**src/rtl/core/wtf8s_pkg.sv**
```systemverilog
package wtf8s_pkg;

  localparam int unsigned QueueDepthDefault = 4;
  localparam int unsigned BufDepth = 7;

  localparam logic [7:0] ContLo = 8'h80;
  localparam logic [7:0] ContHi = 8'hbf;
  localparam logic [23:0] FffdBytes = 24'hbdbfef;
  localparam logic [20:0] HiSurBase = 21'h00d800;
  localparam logic [20:0] LoSurBase = 21'h00dc00;
  localparam logic [20:0] SuppBase = 21'h010000;

  typedef struct packed {
    logic [7:0] b;
    logic       last;
    logic       pass;
  } q_word_t;

  typedef struct packed {
    logic [1:0]  cont;
    logic [7:0]  lo;
    logic [7:0]  hi;
    logic [20:0] part;
    logic        hs;
    logic [9:0]  hsb;
    logic [1:0]  lac;
  } dec_t;

  localparam dec_t DecReset = '{cont: 2'd0, lo: ContLo, hi: ContHi, part: 21'd0,
                                hs: 1'b0, hsb: 10'd0, lac: 2'd0};

  typedef struct packed {
    logic [3:0][7:0] ob;
    logic [2:0]      n;
  } cp_bytes_t;

  typedef struct packed {
    dec_t            st;
    logic [5:0][7:0] ob;
    logic [2:0]      n;
  } dec_res_t;

  typedef enum logic [2:0] {
    BK_IDLE,
    BK_FIRST,
    BK_WORK,
    BK_END,
    BK_FIN
  } bk_state_e;

  function automatic cp_bytes_t enc_cp(logic [20:0] cp);
    cp_bytes_t r;
    r.ob = '0;
    if (cp <= 21'h0007ff) begin
      r.ob[0] = {3'b110, cp[10:6]};
      r.ob[1] = {2'b10, cp[5:0]};
      r.n = 3'd2;
    end else if (cp <= 21'h00ffff) begin
      r.ob[0] = {4'b1110, cp[15:12]};
      r.ob[1] = {2'b10, cp[11:6]};
      r.ob[2] = {2'b10, cp[5:0]};
      r.n = 3'd3;
    end else begin
      r.ob[0] = {5'b11110, cp[20:18]};
      r.ob[1] = {2'b10, cp[17:12]};
      r.ob[2] = {2'b10, cp[11:6]};
      r.ob[3] = {2'b10, cp[5:0]};
      r.n = 3'd4;
    end
    return r;
  endfunction

  function automatic dec_res_t decode(dec_t s, logic [7:0] b);
    dec_res_t r;
    cp_bytes_t e;
    logic [20:0] p;
    logic [1:0] cnt;
    logic fall;
    logic pre;
    logic [2:0][7:0] lob;
    logic [2:0] ln;
    r.st = s;
    r.ob = '0;
    r.n = 3'd0;
    fall = 1'b1;
    pre = 1'b0;
    lob = '0;
    ln = 3'd0;
    p = {s.part[14:0], b[5:0]};
    cnt = s.cont - 2'd1;
    if (s.cont != 2'd0) begin
      if (b >= s.lo && b <= s.hi) begin
        fall = 1'b0;
        r.st.part = p;
        r.st.cont = cnt;
        r.st.lo = ContLo;
        r.st.hi = ContHi;
        if (cnt == 2'd0) begin
          r.st.part = 21'd0;
          if (p >= HiSurBase && p < LoSurBase) begin
            r.st.hs = 1'b1;
            r.st.hsb = p[9:0];
            r.st.lac = 2'd0;
          end else begin
            e = enc_cp(p);
            r.ob = {16'h0, e.ob};
            r.n = e.n;
          end
        end
      end else begin
        pre = 1'b1;
      end
    end
    if (fall) begin
      r.st.cont = 2'd0;
      r.st.lo = ContLo;
      r.st.hi = ContHi;
      r.st.part = 21'd0;
      if (b < 8'h80) begin
        lob[0] = b;
        ln = 3'd1;
      end else if (b >= 8'hc2 && b <= 8'hdf) begin
        r.st.part = {16'd0, b[4:0]};
        r.st.cont = 2'd1;
      end else if (b >= 8'he0 && b <= 8'hef) begin
        r.st.part = {17'd0, b[3:0]};
        r.st.cont = 2'd2;
        r.st.lo = (b == 8'he0) ? 8'ha0 : ContLo;
      end else if (b >= 8'hf0 && b <= 8'hf4) begin
        r.st.part = {18'd0, b[2:0]};
        r.st.cont = 2'd3;
        r.st.lo = (b == 8'hf0) ? 8'h90 : ContLo;
        r.st.hi = (b == 8'hf4) ? 8'h8f : ContHi;
      end else begin
        lob = FffdBytes;
        ln = 3'd3;
      end
      if (pre) begin
        r.ob = {lob, FffdBytes};
        r.n = 3'd3 + ln;
      end else begin
        r.ob = {24'h0, lob};
        r.n = ln;
      end
    end
    return r;
  endfunction

endpackage

```
**src/rtl/core/wtf8_sanitizer.sv**
```systemverilog
// channel | dir | handshake              | payload
// in      | in  | in_valid_i/in_stall_o  | in_byte_i, last_byte_i
// out     | out | out_valid_o/out_stall_i| out_byte_o, run_end_o, string_end_o
// cfg     | in  | cfg_valid_i/cfg_ready_o| cfg_data_i (detect_symbols)
//
// a byte passes through the decode sequencer (pop, decode, end check, finish) and its
// output bytes drain from the output buffer; a broken surrogate pair replays up to
// three held bytes, one per cycle while the output buffer has room
// the input queue takes a word every cycle until full, so in_stall_o follows it
// reset is asynchronous and returns every string state, detect_symbols to 1
// out holds a word under out_stall_i; the output register frees in the same cycle
module wtf8_sanitizer import wtf8s_pkg::*; #(
  parameter int unsigned QueueDepth = QueueDepthDefault
) (
  input  logic       clk_i,
  input  logic       rst_ni,
  input  logic       in_valid_i,
  output logic       in_stall_o,
  input  logic [7:0] in_byte_i,
  input  logic       last_byte_i,
  output logic       out_valid_o,
  input  logic       out_stall_i,
  output logic [7:0] out_byte_o,
  output logic       run_end_o,
  output logic       string_end_o,
  input  logic       cfg_valid_i,
  output logic       cfg_ready_o,
  input  logic       cfg_data_i
);

  logic detect_q;
  logic push, full, pop, qvalid;
  q_word_t wword, rword;

  assign cfg_ready_o = 1'b1;

  always_ff @(posedge clk_i or negedge rst_ni) begin
    if (!rst_ni) begin
      detect_q <= 1'b1;
    end else if (cfg_valid_i && cfg_ready_o) begin
      detect_q <= cfg_data_i;
    end
  end

  wtf8s_front u_front (
    .clk_i      (clk_i),
    .rst_ni     (rst_ni),
    .detect_i   (detect_q),
    .in_valid_i (in_valid_i),
    .in_stall_o (in_stall_o),
    .in_byte_i  (in_byte_i),
    .last_byte_i(last_byte_i),
    .push_o     (push),
    .word_o     (wword),
    .full_i     (full)
  );

  wtf8s_fifo #(.Depth(QueueDepth)) u_fifo (
    .clk_i  (clk_i),
    .rst_ni (rst_ni),
    .push_i (push),
    .word_i (wword),
    .full_o (full),
    .pop_i  (pop),
    .valid_o(qvalid),
    .word_o (rword)
  );

  wtf8s_back u_back (
    .clk_i       (clk_i),
    .rst_ni      (rst_ni),
    .valid_i     (qvalid),
    .word_i      (rword),
    .pop_o       (pop),
    .out_valid_o (out_valid_o),
    .out_stall_i (out_stall_i),
    .out_byte_o  (out_byte_o),
    .run_end_o   (run_end_o),
    .string_end_o(string_end_o)
  );

endmodule

```
**src/rtl/core/wtf8s_front.sv**
```systemverilog
module wtf8s_front import wtf8s_pkg::*; (
  input  logic       clk_i,
  input  logic       rst_ni,
  input  logic       detect_i,
  input  logic       in_valid_i,
  output logic       in_stall_o,
  input  logic [7:0] in_byte_i,
  input  logic       last_byte_i,
  output logic       push_o,
  output q_word_t    word_o,
  input  logic       full_i
);

  logic start_q, start_d;
  logic pass_q, pass_d;
  logic is_sym, pass_now, acc;

  assign in_stall_o = full_i;
  assign acc = in_valid_i && !full_i;

  always_comb begin
    is_sym = detect_i && (in_byte_i == 8'h80 || in_byte_i == 8'h81 ||
                          in_byte_i == 8'h82 || in_byte_i == 8'hff);
    pass_now = start_q ? is_sym : pass_q;
    start_d = start_q;
    pass_d = pass_q;
    if (acc) begin
      start_d = last_byte_i;
      pass_d = last_byte_i ? 1'b0 : pass_now;
    end
  end

  assign push_o = acc;
  assign word_o = '{b: in_byte_i, last: last_byte_i, pass: pass_now};

  always_ff @(posedge clk_i or negedge rst_ni) begin
    if (!rst_ni) begin
      start_q <= 1'b1;
      pass_q <= 1'b0;
    end else begin
      start_q <= start_d;
      pass_q <= pass_d;
    end
  end

endmodule

```
**src/rtl/core/wtf8s_fifo.sv**
```systemverilog
module wtf8s_fifo import wtf8s_pkg::*; #(
  parameter int unsigned Depth = QueueDepthDefault
) (
  input  logic    clk_i,
  input  logic    rst_ni,
  input  logic    push_i,
  input  q_word_t word_i,
  output logic    full_o,
  input  logic    pop_i,
  output logic    valid_o,
  output q_word_t word_o
);

  localparam int unsigned AW = (Depth > 1) ? $clog2(Depth) : 1;
  localparam int unsigned CW = $clog2(Depth + 1);
  localparam logic [AW-1:0] LastPtr = AW'(Depth - 1);

  q_word_t mem_q [Depth];
  logic [AW-1:0] wr_q, rd_q;
  logic [CW-1:0] cnt_q;
  logic do_push, do_pop;

  assign full_o = (cnt_q == CW'(Depth));
  assign valid_o = (cnt_q != '0);
  assign word_o = mem_q[rd_q];
  assign do_push = push_i && !full_o;
  assign do_pop = pop_i && valid_o;

  always_ff @(posedge clk_i) begin
    if (do_push) begin
      mem_q[wr_q] <= word_i;
    end
  end

  always_ff @(posedge clk_i or negedge rst_ni) begin
    if (!rst_ni) begin
      wr_q <= '0;
      rd_q <= '0;
      cnt_q <= '0;
    end else begin
      if (do_push) begin
        wr_q <= (wr_q == LastPtr) ? '0 : wr_q + AW'(1);
      end
      if (do_pop) begin
        rd_q <= (rd_q == LastPtr) ? '0 : rd_q + AW'(1);
      end
      if (do_push && !do_pop) begin
        cnt_q <= cnt_q + CW'(1);
      end else if (!do_push && do_pop) begin
        cnt_q <= cnt_q - CW'(1);
      end
    end
  end

endmodule

```
**src/rtl/core/wtf8s_back.sv**
```systemverilog
module wtf8s_back import wtf8s_pkg::*; (
  input  logic       clk_i,
  input  logic       rst_ni,
  input  logic       valid_i,
  input  q_word_t    word_i,
  output logic       pop_o,
  output logic       out_valid_o,
  input  logic       out_stall_i,
  output logic [7:0] out_byte_o,
  output logic       run_end_o,
  output logic       string_end_o
);

  bk_state_e state_q, state_d;
  q_word_t cur_q, cur_d;
  dec_t dec_q, dec_d;
  logic [1:0][7:0] la_q, la_d;
  logic [2:0][7:0] wl_q, wl_d;
  logic [1:0] wl_n_q, wl_n_d, wl_i_q, wl_i_d;
  logic [BufDepth-1:0][7:0] buf_q, buf_d;
  logic [2:0] bn_q, bn_d, base;
  logic ov_q, ov_d, re_q, re_d, se_q, se_d;
  logic [7:0] ob_q, ob_d;
  logic [5:0][7:0] app;
  logic [2:0] app_n;
  logic out_free, drain, fin_emit, room, ok;
  dec_res_t r;
  cp_bytes_t e;
  logic [9:0] lo_bits;

  always_comb begin
    state_d = state_q;
    cur_d = cur_q;
    dec_d = dec_q;
    la_d = la_q;
    wl_d = wl_q;
    wl_n_d = wl_n_q;
    wl_i_d = wl_i_q;
    app = '0;
    app_n = 3'd0;
    pop_o = 1'b0;
    ok = 1'b0;
    r = '0;
    e = '0;
    lo_bits = {la_q[1][3:0], cur_q.b[5:0]};
    out_free = !ov_q || !out_stall_i;
    fin_emit = (state_q == BK_FIN) && (bn_q == 3'd1);
    drain = out_free && ((bn_q >= 3'd2) || fin_emit);
    room = (bn_q <= 3'd1);

    case (state_q)
      BK_IDLE: begin
        pop_o = valid_i;
        if (valid_i) begin
          cur_d = word_i;
          state_d = BK_FIRST;
        end
      end
      BK_FIRST: begin
        if (room) begin
          state_d = BK_END;
          if (cur_q.pass) begin
            app[0] = cur_q.b;
            app_n = 3'd1;
          end else if (!dec_q.hs) begin
            r = decode(dec_q, cur_q.b);
            dec_d = r.st;
            app = r.ob;
            app_n = r.n;
          end else begin
            case (dec_q.lac)
              2'd0: ok = (cur_q.b == 8'hed);
              2'd1: ok = (cur_q.b >= 8'hb0 && cur_q.b <= 8'hbf);
              default: ok = (cur_q.b >= 8'h80 && cur_q.b <= 8'hbf);
            endcase
            if (ok && dec_q.lac < 2'd2) begin
              la_d[dec_q.lac[0]] = cur_q.b;
              dec_d.lac = dec_q.lac + 2'd1;
            end else if (ok) begin
              e = enc_cp(SuppBase + {1'b0, dec_q.hsb, 10'd0} + {11'd0, lo_bits});
              app = {16'h0, e.ob};
              app_n = e.n;
              dec_d.hs = 1'b0;
              dec_d.lac = 2'd0;
            end else begin
              e = enc_cp({5'd0, 6'b110110, dec_q.hsb});
              app = {16'h0, e.ob};
              app_n = e.n;
              dec_d.hs = 1'b0;
              dec_d.lac = 2'd0;
              wl_d = {cur_q.b, la_q[1], la_q[0]};
              if (dec_q.lac == 2'd0) begin
                wl_d[0] = cur_q.b;
              end else if (dec_q.lac == 2'd1) begin
                wl_d[1] = cur_q.b;
              end
              wl_n_d = dec_q.lac + 2'd1;
              wl_i_d = 2'd0;
              state_d = BK_WORK;
            end
          end
        end
      end
      BK_WORK: begin
        if (room) begin
          r = decode(dec_q, wl_q[wl_i_q]);
          dec_d = r.st;
          app = r.ob;
          app_n = r.n;
          wl_i_d = wl_i_q + 2'd1;
          if (wl_i_d == wl_n_q) begin
            state_d = BK_END;
          end
        end
      end
      BK_END: begin
        if (room) begin
          if (!cur_q.last || cur_q.pass) begin
            state_d = BK_FIN;
          end else if (dec_q.hs) begin
            e = enc_cp({5'd0, 6'b110110, dec_q.hsb});
            app = {16'h0, e.ob};
            app_n = e.n;
            dec_d.hs = 1'b0;
            dec_d.lac = 2'd0;
            if (dec_q.lac != 2'd0) begin
              wl_d = {8'h00, la_q[1], la_q[0]};
              wl_n_d = dec_q.lac;
              wl_i_d = 2'd0;
              state_d = BK_WORK;
            end
          end else if (dec_q.cont != 2'd0) begin
            app = {24'h0, FffdBytes};
            app_n = 3'd3;
            dec_d = DecReset;
            state_d = BK_FIN;
          end else begin
            state_d = BK_FIN;
          end
        end
      end
      BK_FIN: begin
        if (bn_q == 3'd0) begin
          state_d = BK_IDLE;
          if (cur_q.last) begin
            dec_d = DecReset;
          end
        end
      end
      default: state_d = BK_IDLE;
    endcase

    buf_d = buf_q;
    base = bn_q;
    if (drain) begin
      buf_d = {8'h00, buf_q[BufDepth-1:1]};
      base = bn_q - 3'd1;
    end
    for (int j = 0; j < BufDepth; j++) begin
      if (j >= int'(base) && j < int'(base) + 6) begin
        buf_d[j] = app[3'(j - int'(base))];
      end
    end
    bn_d = base + app_n;

    ov_d = ov_q;
    ob_d = ob_q;
    re_d = re_q;
    se_d = se_q;
    if (drain) begin
      ov_d = 1'b1;
      ob_d = buf_q[0];
      re_d = fin_emit;
      se_d = fin_emit && cur_q.last;
    end else if (out_free) begin
      ov_d = 1'b0;
    end
  end

  always_ff @(posedge clk_i or negedge rst_ni) begin
    if (!rst_ni) begin
      state_q <= BK_IDLE;
      dec_q <= DecReset;
      bn_q <= 3'd0;
      ov_q <= 1'b0;
    end else begin
      state_q <= state_d;
      dec_q <= dec_d;
      bn_q <= bn_d;
      ov_q <= ov_d;
    end
  end

  always_ff @(posedge clk_i) begin
    cur_q <= cur_d;
    la_q <= la_d;
    wl_q <= wl_d;
    wl_n_q <= wl_n_d;
    wl_i_q <= wl_i_d;
    buf_q <= buf_d;
    ob_q <= ob_d;
    re_q <= re_d;
    se_q <= se_d;
  end

  assign out_valid_o = ov_q;
  assign out_byte_o = ob_q;
  assign run_end_o = re_q;
  assign string_end_o = se_q;

endmodule

```
**config.mk**
```make
export PLATFORM = sky130hd
export DESIGN_NAME = wtf8_sanitizer
export DESIGN_NICKNAME = d
export VERILOG_FILES = /design/src/rtl/core/wtf8s_pkg.sv /design/src/rtl/core/wtf8_sanitizer.sv /design/src/rtl/core/wtf8s_front.sv /design/src/rtl/core/wtf8s_fifo.sv /design/src/rtl/core/wtf8s_back.sv
export SDC_FILE = /design/constraint.sdc
export NUM_CORES = 1
export LEC_CHECK = 0
export BUFFER_PORTS_ARGS = -buffer_cell sky130_fd_sc_hd__buf_2
export CAP_MARGIN = 20
export CELL_PAD_IN_SITES_DETAIL_PLACEMENT = 2
export CELL_PAD_IN_SITES_GLOBAL_PLACEMENT = 2
export CORE_ASPECT_RATIO = 0.8
export CORE_MARGIN = 2
export CORE_UTILIZATION = 45
export CTS_CLUSTER_DIAMETER = 60
export DETAILED_ROUTE_END_ITERATION = 10
export PLACE_DENSITY_LB_ADDON = 0.1
export SLEW_MARGIN = 20
export SYNTH_ARGS = -nofsm -noshare
export SYNTH_HDL_FRONTEND = slang
export SYNTH_SLANG_ARGS = --single-unit
export TNS_END_PERCENT = 1
```
**constraint.sdc**
```tcl
create_clock -name clk_i -period 12.7 [get_ports clk_i]
set_input_delay 0.635 -clock clk_i [delete_from_list [all_inputs] [get_ports clk_i]]
set_output_delay 0.635 -clock clk_i [all_outputs]
set_load 0.1 [all_outputs]
```
==> parameters.txt, run 1 <==
Parameter                              Value

Global route
  GRT Overall Usage    40.97%
  Vias in the first global route    13.62k
  Remaining global-route overflow    0
  First-pass GRT wire length    95570 µm
  Number of antenna violations at the first check in global routing    1
  Pin count of the biggest net entering global routing    52

Place
  Detailed Place HPWL    48040 µm
  Global placement routability congestion    0.9863
  Total of buffers placed on input and output ports    26

Yosys
  Count of flip-flops with a built-in enable after synthesis    160
  Average cell area after synthesis    9.559 µm²
  Yosys top cell area share    34.81%
  Netlist cell types    92
  Predominant post-synthesis flop cell    sky130_fd_sc_hd__edfxtp_1
  Synthesis-stage register bit count    211
  Count of mapped cells out of synthesis    1444
  Synthesized netlist net count    1509
  Cell accounting for the most synthesized area    sky130_fd_sc_hd__edfxtp_1
  Total standard cell area after synthesis    13800 µm²
  Share of synthesized registers carrying an async set or reset    24.17%
  Seq/Total Area, Yosys    44.09%
  Most area-consuming cells after synthesis    sky130_fd_sc_hd__edfxtp_1 35%, sky130_fd_sc_hd__dfrtp_1 8.5%, sky130_fd_sc_hd__ha_1 4.4%
  Synth cell count leaders    160 x sky130_fd_sc_hd__edfxtp_1, 160 x sky130_fd_sc_hd__nand2_1, 103 x sky130_fd_sc_hd__nor2_1, 100 x sky130_fd_sc_hd__o21ai_0, 99 x sky130_fd_sc_hd__a21oi_1
  Count of warnings emitted by yosys    0

Route
  DRC violation total after the first TritonRoute iteration    1787
  Detail-routed via count per cell    7.175
  Post-Route WL    65130 µm
  Average wire per standard cell    34.92 µm
  Pre-Repair DR Iteration Count    6
  Routed Antenna Nets    0
  Final routed DRC violation total    0
  Via count of the routed design    13.38k

Die
  Die area    32100 µm²
  Number of I/O pins    28
  Y dimension of the die    160.7 µm
  Initial core utilization    45.54%
  Number of cell rows    57
  Core outline area    30310 µm²
  Die width    199.8 µm

Clocking
  H-tree lvl count    1
  Clock buffer count from CTS    26
  Number of clock sinks    211
  Clock tree root buffer cell    sky130_fd_sc_hd__clkbuf_16
  Post_cts resized    0
  Number of buffers between clock root and the deepest sink    3
  Worst-Skew Late Latency    570 ps
  Cts hold-fix bufs    0
  Post-CTS repair timing setup buffer count    0
  CTS tree    built
  Clock slew at the register clock pins of the worst setup and hold paths    70 ps

Cells and area
  Share of final-layout standard cells stronger than drive strength 1    12.41%
  Finished Core Util    50.06%
  Area growth from synthesis to final layout    9.917%
  Layout filler cell count    3150
  Final net count    1495

Min path
  Hold Crit Class    input port to async pin

Setup path
  Crit path max fanout    19
  Worst Setup Start Kind    register
  Crit path DAT    6280 ps
  Worst Path Required    13190 ps
  Crit Path Category    register to register
  Crit end category    register

Status
  Outcome    completed

Timing
  Max Freq    0.1726 GHz
  Aggregate negative setup slack    0 ps
  Final count of hold timing violations    0
  Crit share post-route    45.62%
  Setup repair after global routing missed its margin    no
  Remaining max-slew budget at the tightest pin    19.01%
  Actual transition at the worst max-transition pin    1215 ps
  Total count of max-transition violations in the final report    0
  Setup Viol. Count Final    0
  Minimum period implied by the final worst setup slack    5793 ps
  Setup skew after layout    23.19 ps

Run
  Number of max-cap violations    0
stage by stage:
step                setup WS (ps)  instances  instance area [µm²]  hold slack [ps]
finish                       6907       1865                15170            233.3
global route                 6750       1863                15170            289.7
CTS                          7061       1863                15150            249.9
detailed placement           7020       1815                14320            415.2
global placement             7267       1815                14320            405.4
floorplan                    8210       1444                13800            339.4
worst max-delay path, stage by stage (launching register included):
cell and delay (ps):
sky130_fd_sc_hd__edfxtp_1 750, sky130_fd_sc_hd__nor2b_1 290, sky130_fd_sc_hd__a2bb2oi_1 830, sky130_fd_sc_hd__inv_2 280, sky130_fd_sc_hd__ha_1 390, sky130_fd_sc_hd__nand3_1 90
sky130_fd_sc_hd__o22ai_1 210, sky130_fd_sc_hd__and4_1 300, sky130_fd_sc_hd__nand3_1 660, sky130_fd_sc_hd__a21oi_1 500, sky130_fd_sc_hd__o21bai_1 120, sky130_fd_sc_hd__a31oi_1 260
sky130_fd_sc_hd__nor2_1 90, sky130_fd_sc_hd__ha_1 220, sky130_fd_sc_hd__fa_1 380, sky130_fd_sc_hd__xnor2_1 200, sky130_fd_sc_hd__xnor2_1 150
worst paths after layout:
path,startpoint,endpoint,slack [ps],cells past startpoint
setup / recovery,u_back.wl_i_q[0]$_SDFFCE_PN0P_,u_back.bn_q[2]$_DFF_PN0_,6910,16
hold / removal,rst_ni,u_back.dec_q[47]$_DFFE_PN0P_,230,2
setup reg to reg,u_back.wl_i_q[0]$_SDFFCE_PN0P_,u_back.bn_q[2]$_DFF_PN0_,6910,16
hold reg to reg,u_back.buf_q[0]$_DFFE_PP_,u_back.out_byte_o[0]$_DFFE_PP_,430,0
max in group asynchronous,rst_ni,u_back.out_valid_o$_DFFE_PN0P_,11920,2
min in group clk_i,in_byte_i[7],u_fifo.mem_q[3][9]$_DFFE_PP_,300,1
logic make-up after synthesis:
group	after synthesis	synth area share, %
xor gates and xnor gates	12	0.8159
AOI/OAI and AO/OA	465	23.07
other	1	0.02717
buffers and inverters	147	4.061
and+or+nand+nor	488	17.06
muxes	70	6.236
adders and majority gates	50	4.641
DFF	211	44.09
layout make-up:
type                            count  area [µm²]  share of cell area (%)
Antenna cell                        2       5.005                 0.03299
Clock inverter                     17       142.6                  0.9401
Multi-Input combinational cell   1086        7186                   47.36
Clock buffer                       31       689.4                   4.544
Inverter                           47       176.4                   1.163
Sequential cell                   211        6086                   40.11
Tap cell                          413       516.7                   3.406
Timing Repair Buffer               58       370.4                   2.441
layout by cell type (no fill, tap or decap), drive strengths merged, types with 47 or more instances in the layout:
cell type  synthesis  layout
nor2             104     104
ha                48      48
edfxtp           160     160
dfrtp             47      47
nand2            160     160
inv               46      50
o21ai            113     113
buf               13      58
nand3             57      57
a21oi            100     100
state kept, by name, summed over array words and instances (netlist names), 8 cells and up:
| register | count |
|---|---|
| u_back.cur_q | 10 |
| u_back.wl_q | 24 |
| u_fifo.mem_q | 40 |
| u_back.out_byte_o | 8 |
| u_back.buf_q | 56 |
| u_back.dec_q | 34 |
| u_back.la_q | 16 |
layer usage:
layer,vias up,track usage [%],share of wire [%]
met5,-,0,0
met4,0,10.30,3.0
met3,164,11.02,11
met2,822,60.76,43
met1,6920,59.32,42
li1,5476,-,-
Power of run 1 is not shown: default switching activity piles up to over one toggle a cycle in this logic, so the estimate is an artifact.
==> run 2, diff against run 1 <==
--- a/config.mk
+++ b/config.mk
@@ -5,13 +5,14 @@
 export SDC_FILE = /design/constraint.sdc
 export NUM_CORES = 1
 export LEC_CHECK = 0
+export ABC_AREA = 1
 export BUFFER_PORTS_ARGS = -buffer_cell sky130_fd_sc_hd__buf_2
 export CAP_MARGIN = 20
 export CELL_PAD_IN_SITES_DETAIL_PLACEMENT = 2
 export CELL_PAD_IN_SITES_GLOBAL_PLACEMENT = 2
 export CORE_ASPECT_RATIO = 0.8
 export CORE_MARGIN = 2
-export CORE_UTILIZATION = 45
+export CORE_UTILIZATION = 35
 export CTS_CLUSTER_DIAMETER = 60
 export DETAILED_ROUTE_END_ITERATION = 10
 export PLACE_DENSITY_LB_ADDON = 0.1
==> constraint.sdc (replaced) <==
create_clock -name clk_i -period 4.7 [get_ports clk_i]
set_input_delay 0.235 -clock clk_i [delete_from_list [all_inputs] [get_ports clk_i]]
set_output_delay 0.235 -clock clk_i [all_outputs]
set_load 0.1 [all_outputs]
==> run 2 against run 1 <==
Effect of this change:
- global-route usage decreased by 8.7 points
- register-to-register slack got worse by 6500 ps
- final cell count increased by 31%
- clock skew decreased by 2.5 ps
- via count increased by 7.3%
- non-clock buffer count increased by 60
- routed wire length increased by 3.2%
- clock-buffer cell count increased by 8
- worst hold slack got worse by 140 ps
- die area increased by 30%
- synthesized cell count increased by 25%
- utilization decreased by 9.2 points
- critical endpoint unchanged
==> parameters.txt, run 2 <==
Parameter                              Value

Timing
  Setup Viol. Count Final    0 (unchanged)
  Crit share post-route    92.02% (+46 points)
  Aggregate negative setup slack    0 ps (unchanged)
  Remaining max-slew budget at the tightest pin    21.99% (+3.0 points)
  Setup repair after global routing missed its margin    no
  Setup skew after layout    20.68 ps (-2.513 ps)
  Minimum period implied by the final worst setup slack    4325 ps (-1468 ps)
  Post-route worst setup slack    374.9 ps (-6532 ps)
  Final count of hold timing violations    0 (unchanged)
  Actual transition at the worst max-transition pin    1161 ps (-53.56 ps)
  Max Freq    0.2312 GHz (+34%)
  Total count of max-transition violations in the final report    0 (unchanged)

Yosys
  Most repeated cell in the gate-level netlist after synthesis    sky130_fd_sc_hd__nand2_1
  Synthesis-stage register bit count    211 (unchanged)
  Share of synthesized registers carrying an async set or reset    24.17% (unchanged)
  Seq/Total Area, Yosys    43.21% (-0.88 points)
  Count of mapped cells out of synthesis    1810 (+25%)
  Predominant post-synthesis flop cell    sky130_fd_sc_hd__edfxtp_1
  Average cell area after synthesis    7.781 µm² (-19%)
  Count of flip-flops with a built-in enable after synthesis    160 (unchanged)
  Cell accounting for the most synthesized area    sky130_fd_sc_hd__edfxtp_1
  Synth cell count leaders    450 x sky130_fd_sc_hd__nand2_1, 260 x sky130_fd_sc_hd__nand3_1, 160 x sky130_fd_sc_hd__edfxtp_1, 158 x sky130_fd_sc_hd__nor2_1, 148 x sky130_fd_sc_hd__inv_1
  Total standard cell area after synthesis    14080 µm² (+2.0%)
  Synthesized netlist net count    1875 (+24%)
  Count of warnings emitted by yosys    0 (unchanged)
  Most area-consuming cells after synthesis    sky130_fd_sc_hd__edfxtp_1 34%, sky130_fd_sc_hd__nand2_1 12%, sky130_fd_sc_hd__nand3_1 9.2%
  Netlist cell types    65 (-29%)
  Yosys top cell area share    34.12% (-0.69 points)

Clocking
  Number of clock sinks    211 (unchanged)
  Worst-Skew Late Latency    570 ps (about the same)
  Clock buffer count from CTS    27 (+3.8%)
  Number of buffers between clock root and the deepest sink    3 (unchanged)
  CTS tree    built
  Clock tree root buffer cell    sky130_fd_sc_hd__clkbuf_16
  H-tree lvl count    1 (unchanged)
  Clock slew at the register clock pins of the worst setup and hold paths    60 ps (about the same)

Setup path
  Crit path DAT    4780 ps (-1500 ps)
  Most frequent CP cell    sky130_fd_sc_hd__nand2_1
  First element of the critical path    u_back.wl_i_q[0]$_SDFFCE_PN0P_
  Critical Path Max Stage Delay    540 ps (-290 ps)
  Cell with the biggest individual delay on the critical path    sky130_fd_sc_hd__edfxtp_1
  CP Cell Sequence    inv_4, nand2_1, nand3_2, nand2_4, ha_1, nand2_1, nor2_1, nand2_1, nand2_1, nand2_1, nor2_2, nand2_1, nand2_1, inv_1, ha_1, o21ai_0, o311ai_0, nand2_1, inv_1, ha_1, fa_1, xnor2_1, xor2_1, inv_1
  Worst Setup Start Kind    register
  Crit Path Category    register to register
  Crit end category    register
  Number of buffer and inverter instances along the worst setup path    4 (+3)
  Cell class contributing the biggest share of worst-path delay    simple AND/OR/NAND/NOR gates
  Worst reg2reg startpoint    u_back.wl_i_q[0]$_SDFFCE_PN0P_
  Crit path max fanout    10 (-9)
  Worst Path Required    5160 ps (-8030 ps)

Die
  Y dimension of the die    183.4 µm (+14%)
  Number of I/O pins    28 (unchanged)
  Initial core utilization    35.63% (-9.9 points)
  Die width    228.3 µm (+14%)
  Core outline area    39530 µm² (+30%)
  Die area    41870 µm² (+30%)
  Number of cell rows    65 (+14%)

Route
  Average wire per standard cell    27.47 µm (-21%)
  DRC violation total after the first TritonRoute iteration    1402 (-22%)
  Detail-routed via count per cell    5.870 (-18%)
  Post-Route WL    67200 µm (+3.2%)
  Routed Antenna Nets    0 (unchanged)
  Pre-Repair DR Iteration Count    7 (+1)
  Via count of the routed design    14.36k (+7.3%)
  Final routed DRC violation total    0 (unchanged)

Cells and area
  Multi-input gate area    6992 µm² (-2.7%)
  Final net count    1954 (+31%)
  Layout filler cell count    4643 (+47%)
  Flip-flop count of the largest register, all copies and words added    56 (unchanged)
  Largest registers    u_back.buf_q (56), u_fifo.mem_q (40), u_back.dec_q (34)
  Storage cell area    6086 µm² (unchanged)
  Register bank with the most flops    u_back.buf_q
  Most common cell after layout, fill and taps aside    sky130_fd_sc_hd__nand2_1
  Ant diodes    0 (-2)
  Commonest non-fill, non-tap cells in the layout    450 x sky130_fd_sc_hd__nand2_1, 260 x sky130_fd_sc_hd__nand3_1, 160 x sky130_fd_sc_hd__edfxtp_1, 157 x sky130_fd_sc_hd__nor2_1, 148 x sky130_fd_sc_hd__inv_1
  Share of final-layout standard cells stronger than drive strength 1    13.14% (+0.73 points)
  Finished Core Util    40.88% (-9.2 points)
  Area growth from synthesis to final layout    14.74%

Status
  Outcome    completed

Run
  Number of max-cap violations    0 (unchanged)

Min path
  Min-Delay Startpoint    in_valid_i
  Hold Crit Class    input port to register

Place
  Global placement routability congestion    0.9595 (-2.7%)
  Post-placement setup slack    277.7 ps (-6742 ps)
  Total of buffers placed on input and output ports    26 (unchanged)
  Detailed Place HPWL    51710 µm (+7.6%)

Global route
  GRT Overall Usage    32.26% (-8.7 points)
  Number of antenna violations at the first check in global routing    1 (unchanged)
  Vias in the first global route    14.92k (+9.5%)
  Pin count of the biggest net entering global routing    52 (unchanged)
  First-pass GRT wire length    99860 µm (+4.5%)
  Remaining global-route overflow    0 (unchanged)
## run 2: changes by cell type in the layout (fill, tap and decap cells not counted), moves of 18 or more
cell                      delta
sky130_fd_sc_hd__nor2_1     +54
sky130_fd_sc_hd__nand2_1   +290
sky130_fd_sc_hd__inv_2      +21
sky130_fd_sc_hd__buf_4      +45
sky130_fd_sc_hd__nand3_1   +203
sky130_fd_sc_hd__nand4_1    +18
sky130_fd_sc_hd__o21ai_0    +25
sky130_fd_sc_hd__mux2i_1    -35
sky130_fd_sc_hd__inv_1     +107
sky130_fd_sc_hd__a22o_1     -23
sky130_fd_sc_hd__a21oi_1    -34
sky130_fd_sc_hd__mux2_2     -23
## run 2: path summary, 6_finish.rpt
check                           slack (ps)  depth (start not counted)                        endpoint
worst max-delay path                   370                         24        u_back.bn_q[2]$_DFF_PN0_
worst min-delay path                    90                          5      u_fifo.wr_q[1]$_DFFE_PN0P_
worst max register to register         370                         24        u_back.bn_q[2]$_DFF_PN0_
worst min register to register         430                          0  u_back.out_byte_o[2]$_DFFE_PP_
max in group asynchronous             3770                          3     u_back.dec_q[9]$_DFFE_PN0P_
min in group asynchronous              350                          3    u_back.dec_q[27]$_DFFE_PN0P_
## run 2: tightest hold or removal path, cell delays in order
cell	delay, ps
sky130_fd_sc_hd__buf_2	100
sky130_fd_sc_hd__inv_1	50
sky130_fd_sc_hd__nor2_1	90
sky130_fd_sc_hd__nand2_1	70
sky130_fd_sc_hd__o21ai_0	70
## run 2: layout make-up
class	instances	share of cell area [%]
multi-input combinational	1351	43.27
sequential	211	37.66
timing repair buffer	118	5.436
clock buffer	39	4.646
inverter	180	4.197
tap	536	4.150
clock inverter	11	0.6427
## run 2: timing repair
item                                    in CTS  in global routing
hold buffers                                13                  0
setup buffers                                0                  3
endpoints found under the setup margin       0                  1
hold endpoints to repair                    86                  0
gates resized for setup                      0                  1
## run 2: cells by family (layout without fill, tap and decap cells)
| kind of cell | count (synthesis) | after routing | share of synthesized area [%] |
|---|---|---|---|
| simple gates | 989 | 989 | 31.66 |
| compound gates | 302 | 302 | 12.76 |
| mux | 1 | 1 | 0.07995 |
| buf+inv | 248 | 348 | 7.161 |
| xor+xnor | 8 | 8 | 0.5509 |
| fa+ha+maj | 50 | 50 | 4.549 |
| other cells | 1 | 1 | 0.02663 |
| flops | 211 | 211 | 43.21 |
## run 2: through the flow
step	hold slack [ps]	cell area [µm²]	instances
floorplan	-60.59	14080	1810
global placement	403.0	15130	2378
detailed placement	422.1	15130	2378
CTS	78.84	16120	2441
global route	149.7	16160	2446
finish	93.62	16160	2446
## run 2: routing by layer
metal | part of all wire, % | track usage, % | vias to the layer above
met5 | 0.027 | 0 | -
met4 | 2.2 | 7.137 | 2
met3 | 9.4 | 8.793 | 87
met2 | 41 | 47.17 | 518
met1 | 47 | 47.31 | 7369
li1 | - | - | 6381
Power of run 2 is left out for the same reason.
